## src/rtl/bhe_pkg.sv

```systemverilog
// ---------------------------------------------------------------------------
// bhe_pkg
// Types, constants and helper functions of the BLAKE2b hash engine.
// ---------------------------------------------------------------------------
`timescale 1ns / 1ps

package bhe_pkg;

  localparam logic [63:0] IV [8] = '{
    64'h6a09e667f3bcc908, 64'hbb67ae8584caa73b,
    64'h3c6ef372fe94f82b, 64'ha54ff53a5f1d36f1,
    64'h510e527fade682d1, 64'h9b05688c2b3e6c1f,
    64'h1f83d9abfb41bd6b, 64'h5be0cd19137e2179
  };

  localparam logic [3:0] SIGMA [10][16] = '{
    '{4'd0, 4'd1, 4'd2, 4'd3, 4'd4, 4'd5, 4'd6, 4'd7,
      4'd8, 4'd9, 4'd10, 4'd11, 4'd12, 4'd13, 4'd14, 4'd15},
    '{4'd14, 4'd10, 4'd4, 4'd8, 4'd9, 4'd15, 4'd13, 4'd6,
      4'd1, 4'd12, 4'd0, 4'd2, 4'd11, 4'd7, 4'd5, 4'd3},
    '{4'd11, 4'd8, 4'd12, 4'd0, 4'd5, 4'd2, 4'd15, 4'd13,
      4'd10, 4'd14, 4'd3, 4'd6, 4'd7, 4'd1, 4'd9, 4'd4},
    '{4'd7, 4'd9, 4'd3, 4'd1, 4'd13, 4'd12, 4'd11, 4'd14,
      4'd2, 4'd6, 4'd5, 4'd10, 4'd4, 4'd0, 4'd15, 4'd8},
    '{4'd9, 4'd0, 4'd5, 4'd7, 4'd2, 4'd4, 4'd10, 4'd15,
      4'd14, 4'd1, 4'd11, 4'd12, 4'd6, 4'd8, 4'd3, 4'd13},
    '{4'd2, 4'd12, 4'd6, 4'd10, 4'd0, 4'd11, 4'd8, 4'd3,
      4'd4, 4'd13, 4'd7, 4'd5, 4'd15, 4'd14, 4'd1, 4'd9},
    '{4'd12, 4'd5, 4'd1, 4'd15, 4'd14, 4'd13, 4'd4, 4'd10,
      4'd0, 4'd7, 4'd6, 4'd3, 4'd9, 4'd2, 4'd8, 4'd11},
    '{4'd13, 4'd11, 4'd7, 4'd14, 4'd12, 4'd1, 4'd3, 4'd9,
      4'd5, 4'd0, 4'd15, 4'd4, 4'd8, 4'd6, 4'd2, 4'd10},
    '{4'd6, 4'd15, 4'd14, 4'd9, 4'd11, 4'd3, 4'd0, 4'd8,
      4'd12, 4'd2, 4'd13, 4'd7, 4'd1, 4'd4, 4'd10, 4'd5},
    '{4'd10, 4'd2, 4'd8, 4'd4, 4'd7, 4'd6, 4'd1, 4'd5,
      4'd15, 4'd11, 4'd9, 4'd14, 4'd3, 4'd12, 4'd13, 4'd0}
  };

  localparam logic [63:0] PARAM_BASE   = 64'h0000000001010000;
  localparam int          ROT_1        = 32;
  localparam int          ROT_2        = 24;
  localparam int          ROT_3        = 16;
  localparam int          ROT_4        = 63;
  localparam logic [3:0]  LAST_ROUND   = 4'd11;  // 12 rounds
  localparam logic [3:0]  SIGMA_ROWS   = 4'd10;
  localparam logic [4:0]  BLOCK_WORDS  = 5'd16;
  localparam logic [63:0] KEY_BLOCK_BYTES = 64'd128;
  localparam logic [6:0]  MAX_LEN      = 7'd64;
  localparam logic [6:0]  DIGEST_RESET = 7'd32;

  localparam logic [1:0]  CFG_IDX_DIGEST = 2'd0;
  localparam logic [1:0]  CFG_IDX_KEY    = 2'd1;

  typedef enum logic [1:0] {
    CMD_KEY,
    CMD_MSG,
    CMD_FIN
  } cmd_kind_e;

  typedef enum logic [2:0] {
    ST_IDLE,
    ST_PAD,
    ST_INIT,
    ST_MIX,
    ST_FOLD,
    ST_EMIT
  } back_state_e;

  typedef struct packed {
    logic [63:0] data_word;
    logic [3:0]  valid_bytes;
    logic        end_of_message;
  } in_item_t;

  typedef struct packed {
    logic [63:0] digest_word;
    logic [2:0]  word_number;
    logic        last_digest_word;
  } out_item_t;

  typedef struct packed {
    logic [1:0] index;
    logic [6:0] value;
  } cfg_item_t;

  typedef struct packed {
    logic [63:0] word;
    logic [3:0]  nb;
    cmd_kind_e   kind;
    logic        key_last;
    logic        finish;
  } cmd_t;

  typedef struct packed {
    logic       restart;
    logic [6:0] digest_len;
    logic [6:0] key_len;
    logic [6:0] digest_len_next;
    logic [6:0] key_len_next;
  } ctrl_t;

  typedef struct packed {
    logic [63:0] a;
    logic [63:0] b;
    logic [63:0] c;
    logic [63:0] d;
  } g_out_t;

  function automatic logic [63:0] keep_bytes(input logic [63:0] w, input logic [3:0] nb);
    logic [63:0] mask;
    mask = (64'd1 << {nb[2:0], 3'b000}) - 64'd1;
    if (nb >= 4'd8) begin
      return w;
    end
    return w & mask;
  endfunction

  // byte count clamped to one word
  function automatic logic [3:0] clamp_nb(input logic [6:0] n);
    return (n >= 7'd8) ? 4'd8 : n[3:0];
  endfunction

  function automatic logic [63:0] chain_init0(input logic [6:0] dl, input logic [6:0] kl);
    return IV[0] ^ PARAM_BASE ^ {49'd0, kl, 8'd0} ^ {57'd0, dl};
  endfunction

  function automatic logic [63:0] ror64(input logic [63:0] x, input int n);
    return (x >> n) | (x << (64 - n));
  endfunction

  // one half of G: first half uses rotations 32/24, second 16/63
  function automatic g_out_t g_half(input logic [63:0] a, input logic [63:0] b,
                                    input logic [63:0] c, input logic [63:0] d,
                                    input logic [63:0] x, input logic second);
    g_out_t r;
    r.a = a + b + x;
    r.d = second ? ror64(d ^ r.a, ROT_3) : ror64(d ^ r.a, ROT_1);
    r.c = c + r.d;
    r.b = second ? ror64(b ^ r.c, ROT_4) : ror64(b ^ r.c, ROT_2);
    return r;
  endfunction

endpackage

```

## src/rtl/bhe_fifo.sv

```systemverilog
// ---------------------------------------------------------------------------
// bhe_fifo
// Small command queue between front and back, flushed on restart.
// ---------------------------------------------------------------------------
`timescale 1ns / 1ps

module bhe_fifo #(
  parameter int Depth = 2
) (
  input  logic          clk_i,
  input  logic          rst_ni,
  input  logic          flush_i,
  input  logic          push_i,
  input  bhe_pkg::cmd_t push_data_i,
  output logic          push_ready_o,
  output logic          pop_valid_o,
  output bhe_pkg::cmd_t pop_data_o,
  input  logic          pop_i
);
  localparam int PtrW = (Depth > 1) ? $clog2(Depth) : 1;
  localparam int CntW = $clog2(Depth + 1);

  bhe_pkg::cmd_t   mem_q [Depth];
  logic [PtrW-1:0] wr_q, rd_q;
  logic [CntW-1:0] cnt_q;
  logic            do_push, do_pop;

  assign push_ready_o = (cnt_q != CntW'(Depth));
  assign pop_valid_o  = (cnt_q != '0);
  assign pop_data_o   = mem_q[rd_q];
  assign do_push      = push_i && push_ready_o;
  assign do_pop       = pop_i && pop_valid_o;

  function automatic logic [PtrW-1:0] bump(input logic [PtrW-1:0] p);
    return (p == PtrW'(Depth - 1)) ? '0 : p + PtrW'(1);
  endfunction

  always_ff @(posedge clk_i or negedge rst_ni) begin
    if (!rst_ni) begin
      wr_q  <= '0;
      rd_q  <= '0;
      cnt_q <= '0;
    end else if (flush_i) begin
      wr_q  <= '0;
      rd_q  <= '0;
      cnt_q <= '0;
    end else begin
      if (do_push) wr_q <= bump(wr_q);
      if (do_pop)  rd_q <= bump(rd_q);
      if (do_push && !do_pop)      cnt_q <= cnt_q + CntW'(1);
      else if (do_pop && !do_push) cnt_q <= cnt_q - CntW'(1);
    end
  end

  always_ff @(posedge clk_i) begin
    if (do_push) mem_q[wr_q] <= push_data_i;
  end

endmodule

```

## config.mk

```make
export PLATFORM = sky130hd
export DESIGN_NAME = bhe_fifo
export DESIGN_NICKNAME = d
export VERILOG_FILES = /design/src/rtl/bhe_pkg.sv /design/src/rtl/bhe_fifo.sv
export SDC_FILE = /design/constraint.sdc
export NUM_CORES = 1
export LEC_CHECK = 0
export ABC_CLOCK_PERIOD_IN_PS = 3100
export BUFFER_PORTS_ARGS = -buffer_cell sky130_fd_sc_hd__buf_2
export CAP_MARGIN = 20
export CORE_MARGIN = 1.5
export CORE_UTILIZATION = 40
export DETAILED_ROUTE_END_ITERATION = 16
export HOLD_SLACK_MARGIN = 0.03
export PLACE_DENSITY = 0.73
export SLEW_MARGIN = 30
export SYNTH_ARGS = -nofsm -noshare
export SYNTH_HDL_FRONTEND = slang
export SYNTH_SLANG_ARGS = --single-unit
```

## constraint.sdc

```tcl
create_clock -name clk_i -period 3.1 [get_ports clk_i]
set_input_delay 0.31 -clock clk_i [delete_from_list [all_inputs] [get_ports clk_i]]
set_output_delay 0.31 -clock clk_i [all_outputs]
set_load 0.01 [all_outputs]
```

; ---- After elaboration in Yosys (flattened, before gate mapping)
; Memory sizes are Yosys's and may differ from the RTL's.
; Index checks and enable logic that the tools add are counted.
; Widths: inputs -> output; s select.
[word_totals]
regBits = 4
mem_bits_rw = 144
output_inout_bits = 74
word_cells = 30
mem_count = 1
[memory_table]
columns = memory, depth, word_bits, rd, rd_ports_with_merged_regs, wr, line
row1 = mem_q, 2, 72, 1, 0, 1, bhe_fifo.sv:23  ; bhe_pkg::cmd_t mem_q [Depth];
[op_classes]
n_addsub = 4
n_eq_ne = 1
muxes = 11
reduce_logical = 10
[ops]
columns = op, n
row1 = $mux 1, 8
row2 = $mux 2, 3
row3 = $reduce_bool 2->1, 3
row4 = $logic_and 1x1->1, 4
row5 = $reduce_bool 3->1, 1
row6 = $add 1x1->1 const B, 2
row7 = $add 2x1->2 const B, 1
row8 = $logic_not 1->1, 2
row9 = $ne 2x2->1 const B, 1
row10 = $sub 2x1->2 const B, 1

; ---- Depth between registers and ports, before layout
[logic_depth]
ltp_word = 7
ltp_mapped = 4
ltp_nobuf = 3

; ---- Worst setup path after synthesis
; Ideal clock, no wire load.
[synth_path]
path_kind = register -> register
start = reg cnt_q[0]
end = mem mem_q[1][0] (netlist name), enable pin
arrival_ns = 2.331
path_slack_ns = 0.330
stages_incl_launch_ff = 3
path_buffers = 0
cell_sequence = dfrtp_1 nand2b_2 and3_1
[synth_between]
elab_chain_len = 4
[synth_rtl]
columns = item, line
row1 = start: declaration, bhe_fifo.sv:25  ; logic [CntW-1:0] cnt_q;
row2 = start signal: assignment, bhe_fifo.sv:50  ; if (do_push && !do_pop) cnt_q <= cnt_q + CntW'(1);
row3 = start signal: assignment, bhe_fifo.sv:51  ; else if (do_pop && !do_push) cnt_q <= cnt_q - CntW'(1);
row4 = $ne 2x2->1, bhe_fifo.sv:28  ; assign push_ready_o = (cnt_q != CntW'(Depth));
row5 = net push_ready_o, bhe_fifo.sv:15  ; output logic push_ready_o,
row6 = $logic_and 1x1->1, bhe_fifo.sv:31  ; assign do_push = push_i && push_ready_o;
row7 = $mux 1, bhe_fifo.sv:56  ; if (do_push) mem_q[wr_q] <= push_data_i;
row8 = $mux 1 (not written as such), bhe_fifo.sv:56
row9 = end: declaration, bhe_fifo.sv:23
; The timed path passes the listed nets, and every way through them passes these cells.

==> results.txt <==
In this run the remaining antenna-violating nets after routing total 0. The area share of the largest cell type after synthesis is 75.7%. Data on the critical path is required at its endpoint by 2.79 ns. The shortest period the worst path allows is 2.28 ns.

The post-route standard cell area excluding fillers came out at 0.00729 sq mm. The final setup skew is about 0.0082 ns. The post-synthesis instance area came out at 0.00571 sq mm.

The initial antenna violation count is 1. Counting every net in the synthesized netlist gives 325. The number of DRC markers in iteration 0 came out at 133. The via count of the first global-routing pass is 2970. For the final routed database, the setup TNS stands at 0 ns. For the worst setup path, the data arrival time is 1.97 ns. The count of unique library cells instantiated by Yosys came out at 21.

The nature of the critical path startpoint is a flop. The clock transition at the registers of the reported paths came out at 0.06 ns. The number of detailed-routing iterations run before antenna repair is 4.

The number of synthesized register bits came out at 148. Once the floorplan was initialized, standard cells occupied 41.0% of the core. For this run, the post-layout net count is 492.

The number of fill cells in the layout is roughly 1100. The library cell with the largest summed area after synthesis is sky130_fd_sc_hd__edfxtp_1. The weighted congestion reported at the end of routability-driven placement is approximately 0.67. The path type of the worst min-delay path is input pin to flop. Buffers inserted during clock tree synthesis total 17. The wire length of the first global-routing pass is 14700 microns. The clock latency reported for the late side of the worst-skew pair is 0.42 ns.

The flow ran to the end, and the final reports show no timing, DRC or antenna violations. The area taken by flip-flops and latches is between 0.004 and 0.005 sq mm. Yosys attributes the largest share of cell area to sky130_fd_sc_hd__edfxtp_1, sky130_fd_sc_hd__mux2_4, sky130_fd_sc_hd__dfrtp_1, sky130_fd_sc_hd__buf_6, sky130_fd_sc_hd__mux2_2.

The ratio of final minimum period to clock period came out at 73.5%. After detailed placement, the total cell area comes to 0.00669 sq mm. The count of port buffers added during placement is 150.

Summing all multi-input logic gate instances after layout gives 0.00120 sq mm. The total number of vias came out at 2841. The maximum ir drop on the vdd rail is between 300 and 400 uV.

The die covers 0.0150 sq mm. The maximum number of pins on one net before global-route repair is 45. The horizontal die dimension came out at 123 microns.

The synthesized area per cell is about 23 sq um. Buffers inserted to repair hold after CTS numbered 1. Post-CTS repair changed the size of 0 cells.

The critical path in this run is classified as flop to output port. STA classifies the critical path endpoint as an output port. Setup repair after global routing left no endpoint under its margin. The worst-case headroom to the max-slew limit came out at 56.3%. The measured slew at the worst slew-check pin is approximately 0.66 ns. In this run the post-CTS setup repair buffer count came out at 0. The TritonCTS clock tree is done. The total global routing track utilization came out at 13.5%. The standby leakage power came out at 2.85 nW. The area inside the core boundary is 0.0139 sq mm. In this run the clock root is driven by a sky130_fd_sc_hd__clkbuf_16. For this run, the register share of the synthesized area comes to 77.4%.

The number of hold violations in the final report came out at 0. The routed length per instance came out at about 16 microns. Based on the critical path, the design can be clocked at up to 0.439 GHz. The top-level port count is approximately 150. The number of sinks handled by clock tree synthesis is roughly 150.

In this run the deepest clock path goes through 2 buffers. Max-cap violations in this run came to 0. Dividing total power by cell area gives a power density of about 670 mW/mm^2. Setup violations remaining at the end of the flow were counted as 0.

The post-detailed-route DRC marker count came out at 0. The H-tree depth came out at 4. The fraction of layout cells with a size suffix above 1 is slightly above 60%.

In this run the core area contains between 40 and 50 standard-cell rows. The count of inserted antenna diode cells came out at 0. The post-synthesis to final-layout area growth is 27.5%. The cell count after synthesis came out at between 200 and 250. The height of the chip is 123 microns.

The max-slew violation total from the final report came to 0. The per-cell via count in the routed design is 4.68. The global route total overflow came out at 0. The Yosys step of the flow raised 0 warnings. The biggest fanout along the worst timing path is 21. The final wirelength is 9670 microns. Summed over all nets, the half-perimeter wirelength after detailed placement is 6540 microns.
area by class of cell:
| class | instances | share of cell area, % |
|---|---|---|
| clock buffers | 18 | 5.89 |
| clock inverters | 13 | 2.22 |
| inverters | 1 | 0.0687 |
| multi-input cells | 91 | 16.5 |
| flip-flops and latches | 148 | 60.8 |
| well taps | 180 | 3.09 |
| repair buffers | 156 | 11.5 |
per-stage QoR:
| stage | hold WS (ns) | utilization (%) | instances | worst slack [ns] | power (mW) |
|---|---|---|---|---|---|
| detailed placement | 0.123 | 48.0 | 575 | 1.21 | 2.93 |
| floorplan | 0.0144 | - | 248 | 0.330 | 2.73 |
| global placement | 0.121 | 48.0 | 575 | 1.25 | 2.92 |
| CTS | 0.0526 | 52.3 | 607 | 0.755 | 4.96 |
| finish | 0.0787 | 52.3 | 607 | 0.821 | 4.90 |
| global route | 0.0507 | 52.3 | 607 | 0.714 | 5.09 |
worst paths after layout:
path / from / end / slack [ns] / depth (start not counted)
min reg2reg: cnt_q[0] / cnt_q[1] / 0.61 / 2
max reg2reg: cnt_q[0] / mem_q[1][3] / 1.21 / 3
min: push_data_i[49] / mem_q[1][49] / 0.08 / 1
max in group asynchronous: rst_ni / rd_q / 2.73 / 2
min in group asynchronous: rst_ni / cnt_q[0] / 0.23 / 2
max: rd_q / pop_data_o[65] / 0.82 / 3
layer usage:
layer  global-route usage (%)  wire [microns]  up-vias
met5                        0               0        -
met4                     5.38             177        0
met3                     6.13             684       18
met2                     22.7            5000      103
met1                     14.9            3800     1400
li1                         -               -     1320
cells in the final DEF, fill, tap and decap left out, drive strengths merged:
cell	count
dlygate4sd3	1
nand3	1
clkinvlp	4
mux2	72
clkbuf	18
nand2b	2
bufinv	3
nor2	1
a21o	1
dfrtp	4
a21oi	4
buf	155
edfxtp	144
and3	1
nor3b	1
xor2	1
a21bo	1
o21ai	1
mux2i	1
clkinv	7
nand3b	2
or2	2
logic make-up (layout without fill, tap and decap cells):
family,Yosys count,count (layout),share of synthesized area (%)
DFF,148,148,77.4
muxes,73,73,18.9
and+or+nand+nor,10,10,1.14
buffers and inverters,9,188,1.64
AOI/OAI and AO/OA,7,7,0.744
xor gates and xnor gates,1,1,0.153
worst max-delay path, stage by stage, from the launching register on:
cell                      delay (ns)
sky130_fd_sc_hd__dfrtp_4        0.63
sky130_fd_sc_hd__buf_4          0.43
sky130_fd_sc_hd__mux2_4         0.33
sky130_fd_sc_hd__buf_2          0.14
synthesized netlist by cell type:
cell and number:
sky130_fd_sc_hd__inv_1 1, sky130_fd_sc_hd__nand2b_2 1, sky130_fd_sc_hd__mux2i_1 1, sky130_fd_sc_hd__xor2_1 1
sky130_fd_sc_hd__nor2_1 1, sky130_fd_sc_hd__nand3_1 1, sky130_fd_sc_hd__a21o_1 1, sky130_fd_sc_hd__a21bo_1 1
sky130_fd_sc_hd__mux2_4 69, sky130_fd_sc_hd__edfxtp_1 144, sky130_fd_sc_hd__a21oi_1 4, sky130_fd_sc_hd__or2_2 1
sky130_fd_sc_hd__or2_0 1, sky130_fd_sc_hd__nand2b_1 1, sky130_fd_sc_hd__buf_6 8, sky130_fd_sc_hd__dfrtp_1 4
sky130_fd_sc_hd__mux2_2 3, sky130_fd_sc_hd__and3_1 1, sky130_fd_sc_hd__o21ai_0 1, sky130_fd_sc_hd__nand3b_1 2
sky130_fd_sc_hd__nor3b_1 1
report_power, final:
| group | internal (mW) | leakage, nW | switching, mW |
|---|---|---|---|
| combinational | 0.278 | 1.18 | 0.241 |
| clock | 1.26 | 0.278 | 0.758 |
| sequential | 2.32 | 1.40 | 0.0387 |
| total | 3.86 | 2.85 | 1.04 |
sequential cells by signal (all words and copies together), names as in the netlist:
register / flops
wr_q: 1
mem_q: 144
cnt_q: 2
rd_q: 1
No activity file was read; power rests on OpenSTA's default activity.
