### src/rtl/bhe_pkg.sv
// ---------------------------------------------------------------------------
// bhe_pkg
// Types, constants and helper functions of the BLAKE2b hash engine.
// ---------------------------------------------------------------------------
`timescale 1ns / 1ps

package bhe_pkg;

  localparam logic [63:0] IV [8] = '{
    64'h6a09e667f3bcc908, 64'hbb67ae8584caa73b,
    64'h3c6ef372fe94f82b, 64'ha54ff53a5f1d36f1,
    64'h510e527fade682d1, 64'h9b05688c2b3e6c1f,
    64'h1f83d9abfb41bd6b, 64'h5be0cd19137e2179
  };

  localparam logic [3:0] SIGMA [10][16] = '{
    '{4'd0, 4'd1, 4'd2, 4'd3, 4'd4, 4'd5, 4'd6, 4'd7,
      4'd8, 4'd9, 4'd10, 4'd11, 4'd12, 4'd13, 4'd14, 4'd15},
    '{4'd14, 4'd10, 4'd4, 4'd8, 4'd9, 4'd15, 4'd13, 4'd6,
      4'd1, 4'd12, 4'd0, 4'd2, 4'd11, 4'd7, 4'd5, 4'd3},
    '{4'd11, 4'd8, 4'd12, 4'd0, 4'd5, 4'd2, 4'd15, 4'd13,
      4'd10, 4'd14, 4'd3, 4'd6, 4'd7, 4'd1, 4'd9, 4'd4},
    '{4'd7, 4'd9, 4'd3, 4'd1, 4'd13, 4'd12, 4'd11, 4'd14,
      4'd2, 4'd6, 4'd5, 4'd10, 4'd4, 4'd0, 4'd15, 4'd8},
    '{4'd9, 4'd0, 4'd5, 4'd7, 4'd2, 4'd4, 4'd10, 4'd15,
      4'd14, 4'd1, 4'd11, 4'd12, 4'd6, 4'd8, 4'd3, 4'd13},
    '{4'd2, 4'd12, 4'd6, 4'd10, 4'd0, 4'd11, 4'd8, 4'd3,
      4'd4, 4'd13, 4'd7, 4'd5, 4'd15, 4'd14, 4'd1, 4'd9},
    '{4'd12, 4'd5, 4'd1, 4'd15, 4'd14, 4'd13, 4'd4, 4'd10,
      4'd0, 4'd7, 4'd6, 4'd3, 4'd9, 4'd2, 4'd8, 4'd11},
    '{4'd13, 4'd11, 4'd7, 4'd14, 4'd12, 4'd1, 4'd3, 4'd9,
      4'd5, 4'd0, 4'd15, 4'd4, 4'd8, 4'd6, 4'd2, 4'd10},
    '{4'd6, 4'd15, 4'd14, 4'd9, 4'd11, 4'd3, 4'd0, 4'd8,
      4'd12, 4'd2, 4'd13, 4'd7, 4'd1, 4'd4, 4'd10, 4'd5},
    '{4'd10, 4'd2, 4'd8, 4'd4, 4'd7, 4'd6, 4'd1, 4'd5,
      4'd15, 4'd11, 4'd9, 4'd14, 4'd3, 4'd12, 4'd13, 4'd0}
  };

  localparam logic [63:0] PARAM_BASE   = 64'h0000000001010000;
  localparam int          ROT_1        = 32;
  localparam int          ROT_2        = 24;
  localparam int          ROT_3        = 16;
  localparam int          ROT_4        = 63;
  localparam logic [3:0]  LAST_ROUND   = 4'd11;  // 12 rounds
  localparam logic [3:0]  SIGMA_ROWS   = 4'd10;
  localparam logic [4:0]  BLOCK_WORDS  = 5'd16;
  localparam logic [63:0] KEY_BLOCK_BYTES = 64'd128;
  localparam logic [6:0]  MAX_LEN      = 7'd64;
  localparam logic [6:0]  DIGEST_RESET = 7'd32;

  localparam logic [1:0]  CFG_IDX_DIGEST = 2'd0;
  localparam logic [1:0]  CFG_IDX_KEY    = 2'd1;

  typedef enum logic [1:0] {
    CMD_KEY,
    CMD_MSG,
    CMD_FIN
  } cmd_kind_e;

  typedef enum logic [2:0] {
    ST_IDLE,
    ST_PAD,
    ST_INIT,
    ST_MIX,
    ST_FOLD,
    ST_EMIT
  } back_state_e;

  typedef struct packed {
    logic [63:0] data_word;
    logic [3:0]  valid_bytes;
    logic        end_of_message;
  } in_item_t;

  typedef struct packed {
    logic [63:0] digest_word;
    logic [2:0]  word_number;
    logic        last_digest_word;
  } out_item_t;

  typedef struct packed {
    logic [1:0] index;
    logic [6:0] value;
  } cfg_item_t;

  typedef struct packed {
    logic [63:0] word;
    logic [3:0]  nb;
    cmd_kind_e   kind;
    logic        key_last;
    logic        finish;
  } cmd_t;

  typedef struct packed {
    logic       restart;
    logic [6:0] digest_len;
    logic [6:0] key_len;
    logic [6:0] digest_len_next;
    logic [6:0] key_len_next;
  } ctrl_t;

  typedef struct packed {
    logic [63:0] a;
    logic [63:0] b;
    logic [63:0] c;
    logic [63:0] d;
  } g_out_t;

  function automatic logic [63:0] keep_bytes(input logic [63:0] w, input logic [3:0] nb);
    logic [63:0] mask;
    mask = (64'd1 << {nb[2:0], 3'b000}) - 64'd1;
    if (nb >= 4'd8) begin
      return w;
    end
    return w & mask;
  endfunction

  // byte count clamped to one word
  function automatic logic [3:0] clamp_nb(input logic [6:0] n);
    return (n >= 7'd8) ? 4'd8 : n[3:0];
  endfunction

  function automatic logic [63:0] chain_init0(input logic [6:0] dl, input logic [6:0] kl);
    return IV[0] ^ PARAM_BASE ^ {49'd0, kl, 8'd0} ^ {57'd0, dl};
  endfunction

  function automatic logic [63:0] ror64(input logic [63:0] x, input int n);
    return (x >> n) | (x << (64 - n));
  endfunction

  // one half of G: first half uses rotations 32/24, second 16/63
  function automatic g_out_t g_half(input logic [63:0] a, input logic [63:0] b,
                                    input logic [63:0] c, input logic [63:0] d,
                                    input logic [63:0] x, input logic second);
    g_out_t r;
    r.a = a + b + x;
    r.d = second ? ror64(d ^ r.a, ROT_3) : ror64(d ^ r.a, ROT_1);
    r.c = c + r.d;
    r.b = second ? ror64(b ^ r.c, ROT_4) : ror64(b ^ r.c, ROT_2);
    return r;
  endfunction

endpackage

### src/rtl/bhe_ifs.sv
// ---------------------------------------------------------------------------
// bhe_ifs
// Valid/ready channel interfaces: input words, digest words, config writes.
// ---------------------------------------------------------------------------
`timescale 1ns / 1ps

interface bhe_in_if;
  logic               valid;
  logic               ready;
  bhe_pkg::in_item_t  data;
  modport source (output valid, output data, input ready);
  modport sink   (input valid, input data, output ready);
endinterface


### src/rtl/bhe_front.sv
// ---------------------------------------------------------------------------
// bhe_front
// Takes input beats, tracks the key phase, masks bytes, builds commands.
// ---------------------------------------------------------------------------
`timescale 1ns / 1ps

module bhe_front (
  input  logic           clk_i,
  input  logic           rst_ni,
  input  bhe_pkg::ctrl_t ctrl_i,
  bhe_in_if.sink         in_i,
  output logic           push_o,
  output bhe_pkg::cmd_t  cmd_o,
  input  logic           push_ready_i
);
  logic       key_phase_q;
  logic [2:0] key_idx_q;
  logic [3:0] key_words, nb, key_nb;
  logic [6:0] key_rem;
  logic [7:0] kw_sum;
  logic       accept, key_last, eom;

  assign in_i.ready = push_ready_i;
  assign push_o     = in_i.valid;
  assign accept     = in_i.valid && push_ready_i;
  assign eom        = in_i.data.end_of_message;

  assign kw_sum    = {1'b0, ctrl_i.key_len} + 8'd7;
  assign key_words = kw_sum[6:3];
  assign key_rem   = ctrl_i.key_len - {1'b0, key_idx_q, 3'b000};
  assign key_nb    = bhe_pkg::clamp_nb(key_rem);
  assign nb        = (in_i.data.valid_bytes > 4'd8) ? 4'd8 : in_i.data.valid_bytes;
  assign key_last  = (({1'b0, key_idx_q} + 4'd1) >= key_words) || eom;

  always_comb begin
    cmd_o = '0;
    if (key_phase_q) begin
      cmd_o.kind     = bhe_pkg::CMD_KEY;
      cmd_o.word     = bhe_pkg::keep_bytes(in_i.data.data_word, key_nb);
      cmd_o.nb       = key_nb;
      cmd_o.key_last = key_last;
      cmd_o.finish   = eom;
    end else if (nb == 4'd0) begin
      cmd_o.kind   = bhe_pkg::CMD_FIN;
      cmd_o.finish = 1'b1;
    end else begin
      cmd_o.kind   = bhe_pkg::CMD_MSG;
      cmd_o.word   = bhe_pkg::keep_bytes(in_i.data.data_word, nb);
      cmd_o.nb     = nb;
      cmd_o.finish = eom || (nb < 4'd8);
    end
  end

  always_ff @(posedge clk_i or negedge rst_ni) begin
    if (!rst_ni) begin
      key_phase_q <= 1'b0;  // reset key length is zero
      key_idx_q   <= '0;
    end else if (ctrl_i.restart) begin
      key_phase_q <= (ctrl_i.key_len_next != '0);
      key_idx_q   <= '0;
    end else if (accept) begin
      if (cmd_o.finish) begin
        key_phase_q <= (ctrl_i.key_len != '0);
        key_idx_q   <= '0;
      end else if (key_phase_q && key_last) begin
        key_phase_q <= 1'b0;
        key_idx_q   <= '0;
      end else if (key_phase_q) begin
        key_idx_q <= key_idx_q + 3'd1;
      end
    end
  end

endmodule

### src/flat_wrapper.sv
// flat-port wrapper written by rule: the top's interface ports become plain ports
module bhe_front_flat 
  (clk_i, rst_ni, ctrl_i, push_o, cmd_o, push_ready_i, in_i_valid, in_i_data, in_i_ready);
  bhe_in_if in_i_i ();
  input  logic clk_i;
  input  logic rst_ni;
  input  bhe_pkg::ctrl_t ctrl_i;
  output logic push_o;
  output bhe_pkg::cmd_t cmd_o;
  input  logic push_ready_i;
  input wire logic [$bits(in_i_i.valid)-1:0] in_i_valid;
  input wire logic [$bits(in_i_i.data)-1:0] in_i_data;
  output wire logic [$bits(in_i_i.ready)-1:0] in_i_ready;
  assign in_i_i.valid = in_i_valid;
  assign in_i_i.data = in_i_data;
  assign in_i_ready = in_i_i.ready;
  bhe_front u_core (.clk_i(clk_i), .rst_ni(rst_ni), .ctrl_i(ctrl_i), .in_i(in_i_i), .push_o(push_o), .cmd_o(cmd_o), .push_ready_i(push_ready_i));
endmodule
### config.mk
export PLATFORM = sky130hd
export DESIGN_NAME = bhe_front_flat
export DESIGN_NICKNAME = d
export VERILOG_FILES = /design/src/rtl/bhe_pkg.sv /design/src/rtl/bhe_ifs.sv /design/src/rtl/bhe_front.sv /design/src/flat_wrapper.sv
export SDC_FILE = /design/constraint.sdc
export NUM_CORES = 1
export LEC_CHECK = 0
export ABC_AREA = 1
export BUFFER_PORTS_ARGS = -buffer_cell sky130_fd_sc_hd__buf_2
export CAP_MARGIN = 30
export CORE_UTILIZATION = 34
export DETAILED_ROUTE_END_ITERATION = 12
export PLACE_DENSITY = 0.81
export RECOVER_POWER = 50
export SYNTH_ARGS = -nofsm -noshare
export SYNTH_HDL_FRONTEND = slang
export SYNTH_SLANG_ARGS = --single-unit
### constraint.sdc
create_clock -name clk_i -period 3.3 [get_ports clk_i]
set_input_delay 0 -clock clk_i [delete_from_list [all_inputs] [get_ports clk_i]]
set_output_delay 0 -clock clk_i [all_outputs]
set_load 0.03 [all_outputs]
======== Word-level counts from Yosys, hierarchy flattened ========
Cells that the tools add are included.
storage, ports and cells
  logic and storage cells ................. 56
  input port bits ......................... 102
  register bits after elaboration ......... 4
cells by class
  reduce and logical (&&, ||, !) cells .... 12
  bitwise logic cells ..................... 2
  $lt $le $gt $ge ......................... 6
  shifts and indexed selects .............. 2
  $add $sub $neg .......................... 6
  multiplexer cells ....................... 26
operators with widths
  kind                                                                                 count
  64-bit two-way mux                                                                   4
  64-bit bitwise AND                                                                   2
  1-bit by 6-bit << shifter with 64-bit output, first input constant                   2
  64-bit by 1-bit subtractor with 64-bit output, second input constant                 2
  70-bit two-way mux                                                                   1
  68-bit two-way mux                                                                   1
  3-bit two-way mux                                                                    5
  7-bit nonzero test                                                                   2
  1-bit two-way mux                                                                    12
  4-bit greater-or-equal comparator, second input constant                             2
  4-bit two-way mux                                                                    2
  7-bit by 3-bit adder with 7-bit output, second input constant                        1
  7-bit by 4-bit greater-or-equal comparator with 1-bit output, second input constant  1
  7-bit by 6-bit subtractor with 7-bit output                                          1
  3-bit by 1-bit adder with 4-bit output, second input constant                        1
  4-bit greater-or-equal comparator                                                    1
  4-bit greater-than comparator, second input constant                                 1
  4-bit logical NOT                                                                    1
  4-bit < comparator, second input constant                                            1
  2-bit AND reduction                                                                  2
  4-bit nonzero test                                                                   1
  3-bit by 1-bit adder with 3-bit output, second input constant                        1
  3-bit nonzero test                                                                   1
  1-bit logical AND                                                                    2
  other kinds (3)                                                                      4

======== Depth between registers and ports, before layout ========
Gate-level depths: netlist of the first run.
  depth in word-level cells ............... 9
  mapped depth ............................ 16

======== Worst setup path after synthesis of the first run ========
No wires, ideal clock.
  kind .................................... flip-flop to output port
  start point ............................. reg u_core.key_idx_q[0]
  end point ............................... out cmd_o[16] (netlist name)
  required time ........................... 3.300 ns
  path buffers ............................ 0
  cell stages (with the launch flop) ...... 14
  data arrival time ....................... 2.755 ns
  slack ................................... 0.545 ns
  path through ............................ dfrtp_1 ha_1 inv_1 fa_1 nor2_1 nand2_1 nor2_2 nand3_1 nor2_1 nand2_1 ha_1 nand2_1 nand2_1 a21boi_0
RTL lines
  item                      line               RTL
  start: declaration        bhe_front.sv:17    logic [2:0] key_idx_q;
  start signal: assignment  bhe_front.sv:69    key_idx_q <= key_idx_q + 3'd1;
  end: declaration          flat_wrapper.sv:9  output bhe_pkg::cmd_t cmd_o;

==> results.json, run 1 <==
{
  "rr_worst_depth": 11,
  "final-max-slew-violation-count": 0,
  "yosysSeqAreaShare_pct": 6.57,
  "synth_edf_count": 0,
  "numCtsBuffers": 3,
  "skew_ps": 3.70,
  "die_area_um2": 4750,
  "fmax_ghz": 0.336,
  "cts.path.max_buffers": 2,
  "yosysWarnings": 0,
  "pwr-share-clk_pct": 13.8,
  "rsz0062_at_grt": "false",
  "crit_fanout": 7,
  "power_frac_seq_pct": 8.6,
  "clock_latency_ps": 220,
  "comb_power_share_pct": 77.7,
  "final_layout_size_suffix_gt1_share_pct": 33.7,
  "min_path_type": "in -> async",
  "regArea_um2": 100,
  "yosys.area.top_type": "inv_1",
  "max-cap-violations": 0,
  "critical_path.endpoint_type": "output port",
  "vias": 2226,
  "power_switching_uw": 441,
  "sw_frac_of_total_pct": 59.6,
  "htreeDepth": 1,
  "crit_path_start_kind": "register",
  "clk_pin_slew_ps": 30,
  "min_period_over_period_pct": 90.3,
  "synthFlopType": "dfrtp_1",
  "grt_util_all_layers_pct": 20.1,
  "netlist_instances": 289,
  "leakage_uw": 0.00155,
  "ant_nets": 0,
  "viasPerCell": 4.44,
  "slowest_stage": "dfrtp_1",
  "yosysMostFrequentCell": "inv_1",
  "setup_violations": 0,
  "grt_antenna_before_repair": 0,
  "grt_max_degree": 16,
  "num_antenna_cells": 0,
  "dpl.hpwl_um": 4640,
  "synth-seq-cells": 4,
  "final.setup.tns_ps": 0,
  "multiInputGateArea_um2": 1080,
  "dr.pass1.iters": 4,
  "async_flop_share_pct": 100,
  "drtIter0Drc": 64,
  "status": "finished, final reports clean",
  "synth_common_cells": "81 x inv_1, 61 x nor2_1, 47 x nand2_1",
  "cts_tree": "yes",
  "cts.sinks": 4,
  "worstPathRequired_ps": 3300,
  "wirelength_um": 5240,
  "path_cells": "ha_1 -> inv_1 -> fa_1 -> nor2_1 -> nand2_1 -> nor2_2 -> nand3_2 -> nor2_2 -> nand2_1 -> ha_1 -> inv_1 -> a21oi_2 -> a21oi_2 -> nor2_1 -> buf_2",
  "worst_pin_slew_ps": 562,
  "drc": 0,
  "min_period_ps": 2980,
  "design.core.area_um2": 4140,
  "gr-total-overflow": 0,
  "wl_per_cell_um": 10.5,
  "crit_arrival_ps": 2980,
  "num_rows": 23,
  "synth_cell_type_count": 32,
  "fill_cells": 434,
  "path_class": "reg -> out",
  "synth_top_area_share_pct": 20.0,
  "initial_utilization_pct": 36.8,
  "synth_nets": 402,
  "p_int_uw": 299,
  "dieWidth_um": 69.0,
  "synth_area_um2": 1520,
  "final_nets": 566,
  "post-route-util_pct": 57.5,
  "area_growth_pct": 56.3,
  "max_stage_delay_ps": 430,
  "p_per_area_nw_per_um2": 311,
  "timing.slew.headroom_pct": 62.4,
  "ioPinCount": 176,
  "synthTopCellsByArea": "inv_1 20%, nor2_1 15%, nand2_1 12%",
  "syn_area_per_cell_um2": 5.27,
  "peakVddDrop_mv": 0.292,
  "io_buffers": 161,
  "cts_root_buffer": "clkbuf_8",
  "grt_pass1_wl_um": 7440,
  "first_global_vias": 1797,
  "finalHoldViolCount": 0,
  "gp_congestion": 0.875,
  "die_h_um": 69.0
}
==> critical path: cells and delay by family, from the launching register on <==
kind	cells	cell delay, ps
AOI/OAI and AO/OA	2	380
adders and majority gates	3	840
buffers and inverters	3	410
DFF	1	430
and+or+nand+nor	7	690
==> cells in the final DEF (no fill, tap or decap), types with 2 or more instances in the layout <==
cell / count
buf_2: 132
inv_1: 81
nor2_1: 63
nand2_1: 47
clkbuf_1: 24
nand3_1: 15
a21boi_0: 10
ha_1: 10
nor3b_1: 8
a21oi_1: 7
o21ai_0: 7
nand4_1: 5
clkbuf_2: 5
xor2_1: 4
dfrtp_1: 4
nor2_2: 3
a21oi_2: 3
clkbuf_8: 3
o21bai_1: 2
nor3_1: 2
nor4_1: 2
==> kinds of logic (layout without fill, tap and decap cells) <==
kind of cell               Yosys count  after routing  share of synthesized area, %
DFF                                  4              4                          6.57
adders and majority gates           11             11                          9.52
buffers and inverters               85            247                          21.5
and+or+nand+nor                    149            149                          43.8
AOI/OAI and AO/OA                   36             36                          16.3
xor gates and xnor gates             4              4                          2.30
==> sequential cells by signal, summed over array words and instances (netlist names) <==
signal,count
u_core.key_idx_q,3
u_core.key_phase_q,1
==> path summary, 6_finish.rpt <==
kind,start,to,slack (ps)
setup reg to reg,u_core.key_idx_q[0],u_core.key_phase_q,1370
setup / recovery,u_core.key_idx_q[0],cmd_o[23],320
max in group asynchronous,rst_ni,u_core.key_idx_q[2],2950
hold / removal,rst_ni,u_core.key_idx_q[0],160
min in group clk_i,ctrl_i[28],u_core.key_idx_q[1],250
hold reg to reg,u_core.key_idx_q[1],u_core.key_idx_q[1],510
==> per-layer routing <==
layer  share of wire (%)  vias up  global-route usage, %
met1                  43      943                   24.7
met5                   0        -                      0
met3                 7.2        0                   2.80
li1                    -     1205                      -
met2                  50       78                   38.2
met4                   0        0                  0.765
==> final cells by class <==
cell class                      instances  area share (%)
Multi-Input combinational cell        200            45.5
Sequential cell                         4            4.20
Inverter                               82            12.9
Tap cell                               50            2.63
Clock buffer                            3            1.73
Timing Repair Buffer                  162            33.0
==> metrics by stage <==
stage          power, uW  cell area (um^2)  hold WS, ps  std cells  setup slack (ps)
6_report             740              2380          156        501               321
2_1_floorplan        463              1520         -296        289               545
4_1_cts              757              2420          116        501               203
3_5_place_dp         650              2370         -188        497               436
5_1_grt              811              2380          167        501              8.60
3_3_place_gp         642              2370         -193        497               539
==> power groups by stage <==
stage / Clock, uW / Combinational (uW) / Sequential [uW]
final: 102 / 575 / 63.4
after global placement: 0 / 577 / 64.6
after detailed placement: 0 / 585 / 64.8
after global routing: 110 / 636 / 64.3
after CTS: 105 / 587 / 64.2
after floorplan: 0 / 405 / 58.0
==> what timing repair did <==
| item | CTS | global route |
|---|---|---|
| buffers inserted | 0 | 0 |
| resized for setup | 0 | 3 |
| hold buffers | 1 | 0 |
| setup endpoints to repair | 0 | 14 |
| endpoints found under the hold margin | 4 | 0 |
(Power assumes the default switching activity.)
==> run 2, diff against run 1 <==
- BUFFER_PORTS_ARGS: -buffer_cell sky130_fd_sc_hd__buf_2 -> -buffer_cell sky130_fd_sc_hd__buf_4
- CORE_UTILIZATION: 34 -> 35
- CTS_BUF_LIST: default -> sky130_fd_sc_hd__clkbuf_8
- PLACE_DENSITY: 0.81 -> 0.84
==> run 2 against run 1 <==
  * Sequential share of layout area decreased by 0.50 points
  * First-iteration DRC count is 52% higher
  * Worst hold slack lost 5.3 ps
  * Largest cell class is now non-clock buffers
  * Largest power group unchanged
  * Non-clock buffer count did not move
  * Via count grew 2.8%
  * Fmax decreased by 2.3%
  * Clock skew up 0.91 ps
==> results.json, run 2 (synthesis gave the netlist of run 1 again) <==
{
  "grt_max_degree": 16,
  "gp_congestion": 0.867,
  "cts_tree": "yes",
  "largest_reg_flops": 3,
  "rsz0062_at_grt": "false",
  "max-cap-violations": 0,
  "final-max-slew-violation-count": 0,
  "clock_latency_ps": 220,
  "die_h_um": 68.0,
  "p_int_uw": 369,
  "placed_area_um2": 2780,
  "htreeDepth": 1,
  "dieWidth_um": 68.0,
  "die_area_um2": 4620,
  "numCtsBuffers": 3,
  "skew_ps": 4.61,
  "grt_util_all_layers_pct": 22.1,
  "gr-total-overflow": 0,
  "fmax_ghz": 0.328,
  "comb_power_share_pct": 79.6,
  "max_stage_delay_ps": 430,
  "cts_root_buffer": "clkbuf_8",
  "worst_pin_slew_ps": 667,
  "ant_nets": 0,
  "rr_worst_depth": 11,
  "sw_frac_of_total_pct": 55.0,
  "num_rows": 23,
  "wl_met1_um": 2150,
  "p_per_area_nw_per_um2": 303,
  "final_cells": 501,
  "viasPerCell": 4.57,
  "power_uw": 819,
  "timing.slew.headroom_pct": 55.5,
  "crit_path_start_kind": "register",
  "drc": 0,
  "min_period_ps": 3050,
  "drtIter0Drc": 97,
  "leakage_uw": 0.00165,
  "final_common_cell": "buf_4",
  "maxUsedRoutingLayer": "met4",
  "peakVddDrop_mv": 0.390,
  "path_cells": "ha_1 -> inv_1 -> fa_1 -> nor2_1 -> nand2_1 -> nor2_2 -> nand3_1 -> nor2_1 -> nand2_1 -> ha_1 -> inv_1 -> a21oi_1 -> a21oi_2 -> nor2_1 -> buf_4",
  "slowest_stage": "dfrtp_1",
  "wl_per_cell_um": 11.0,
  "wirelength_um": 5520,
  "num_antenna_cells": 0,
  "setup_violations": 0,
  "final_area_um2": 2700,
  "finalHoldViolCount": 0,
  "dr.pass1.iters": 4,
  "met2WireLength_um": 2810,
  "final_nets": 566,
  "grt_pass1_wl_um": 8030,
  "final_layout_size_suffix_gt1_share_pct": 32.2,
  "dpl.hpwl_um": 4810,
  "grt_antenna_before_repair": 0,
  "postCtsResizedCells": 0,
  "r2r_setup_slack_ps": 1350,
  "initial_utilization_pct": 37.3,
  "crit_top_cell": "nor2_1",
  "crit_arrival_ps": 3050,
  "design.core.area_um2": 4090,
  "clk_pin_slew_ps": 30,
  "min_path_type": "in -> async",
  "crit_fanout": 7,
  "pwr-share-clk_pct": 12.7,
  "reg2reg_from": "u_core.key_idx_q[0]",
  "largest_registers": "u_core.key_idx_q x3, u_core.key_phase_q x1",
  "cts.path.max_buffers": 2,
  "worstReg2RegEnd": "u_core.key_phase_q",
  "wl_met3_um": 522,
  "ioPinCount": 176,
  "status": "finished, final reports clean",
  "min_period_over_period_pct": 92.4,
  "cts.sinks": 4,
  "power_frac_seq_pct": 7.7,
  "path_buf_inv": 3,
  "io_buffers": 161,
  "largest-register": "u_core.key_idx_q",
  "post-route-util_pct": 66.1,
  "vias": 2289,
  "critical_path.endpoint_type": "output port",
  "worstPathRequired_ps": 3300,
  "layout_common_cells": "134 x buf_4, 81 x inv_1, 63 x nor2_1",
  "cp_top_family": "adder cells",
  "path_class": "reg -> out",
  "first_global_vias": 1879,
  "power_switching_uw": 450,
  "area_growth_pct": 77.3,
  "final.setup.tns_ps": 0,
  "place_inst": 497
}
## run 2: cell types whose count changed in the layout (fill, tap and decap cells not counted), sizes merged
cell,change
buf,+2
clkbuf,-2
## run 2: power groups by stage
stage | combinational [uW] | clock [uW] | sequential [uW]
after floorplan | 405 | 0 | 58.0
after global placement | 671 | 0 | 65.2
after detailed placement | 681 | 0 | 64.9
after CTS | 683 | 106 | 64.3
after global routing | 707 | 110 | 63.7
final | 652 | 104 | 63.1
## run 2: layer usage
| layer | track usage [%] | vias to the layer above |
|---|---|---|
| met5 | 0 | - |
| met1 | 26.3 | 987 |
| met2 | 40.4 | 87 |
| li1 | - | 1211 |
| met3 | 4.67 | 4 |
| met4 | 3.65 | 0 |
## run 2: how the worst max path moves through the flow
stage                              startpoint   endpoint  slack [ps]  cells after the start
after floorplan           u_core.key_idx_q[0]  cmd_o[16]         540                     13
after global placement    u_core.key_idx_q[0]  cmd_o[23]         540                     15
after detailed placement  u_core.key_idx_q[0]  cmd_o[20]         480                     15
after CTS                 u_core.key_idx_q[0]  cmd_o[20]         240                     15
after global routing      u_core.key_idx_q[0]  cmd_o[20]           9                     15
final                     u_core.key_idx_q[0]  cmd_o[18]         250                     15
## run 2: timing repair
| item | 4_1_cts | 5_1_grt |
|---|---|---|
| endpoints found under the setup margin | 0 | 0 |
| hold endpoints to repair | 4 | 0 |
| setup buffers | 0 | 0 |
| hold buffers | 1 | 0 |
## run 2: metrics by stage
step,hold slack [ps],setup WS (ps)
after floorplan,-296,545
after global placement,-204,544
after detailed placement,-203,481
after CTS,128,239
after global routing,169,8.86
final,151,251
## run 2: layout make-up
class | instances | area [um^2]
Fill cell | 400 | 1390
Timing Repair Buffer | 162 | 1120
Multi-Input combinational cell | 200 | 1070
Inverter | 82 | 308
Sequential cell | 4 | 100
Tap cell | 50 | 62.6
Clock buffer | 3 | 41.3
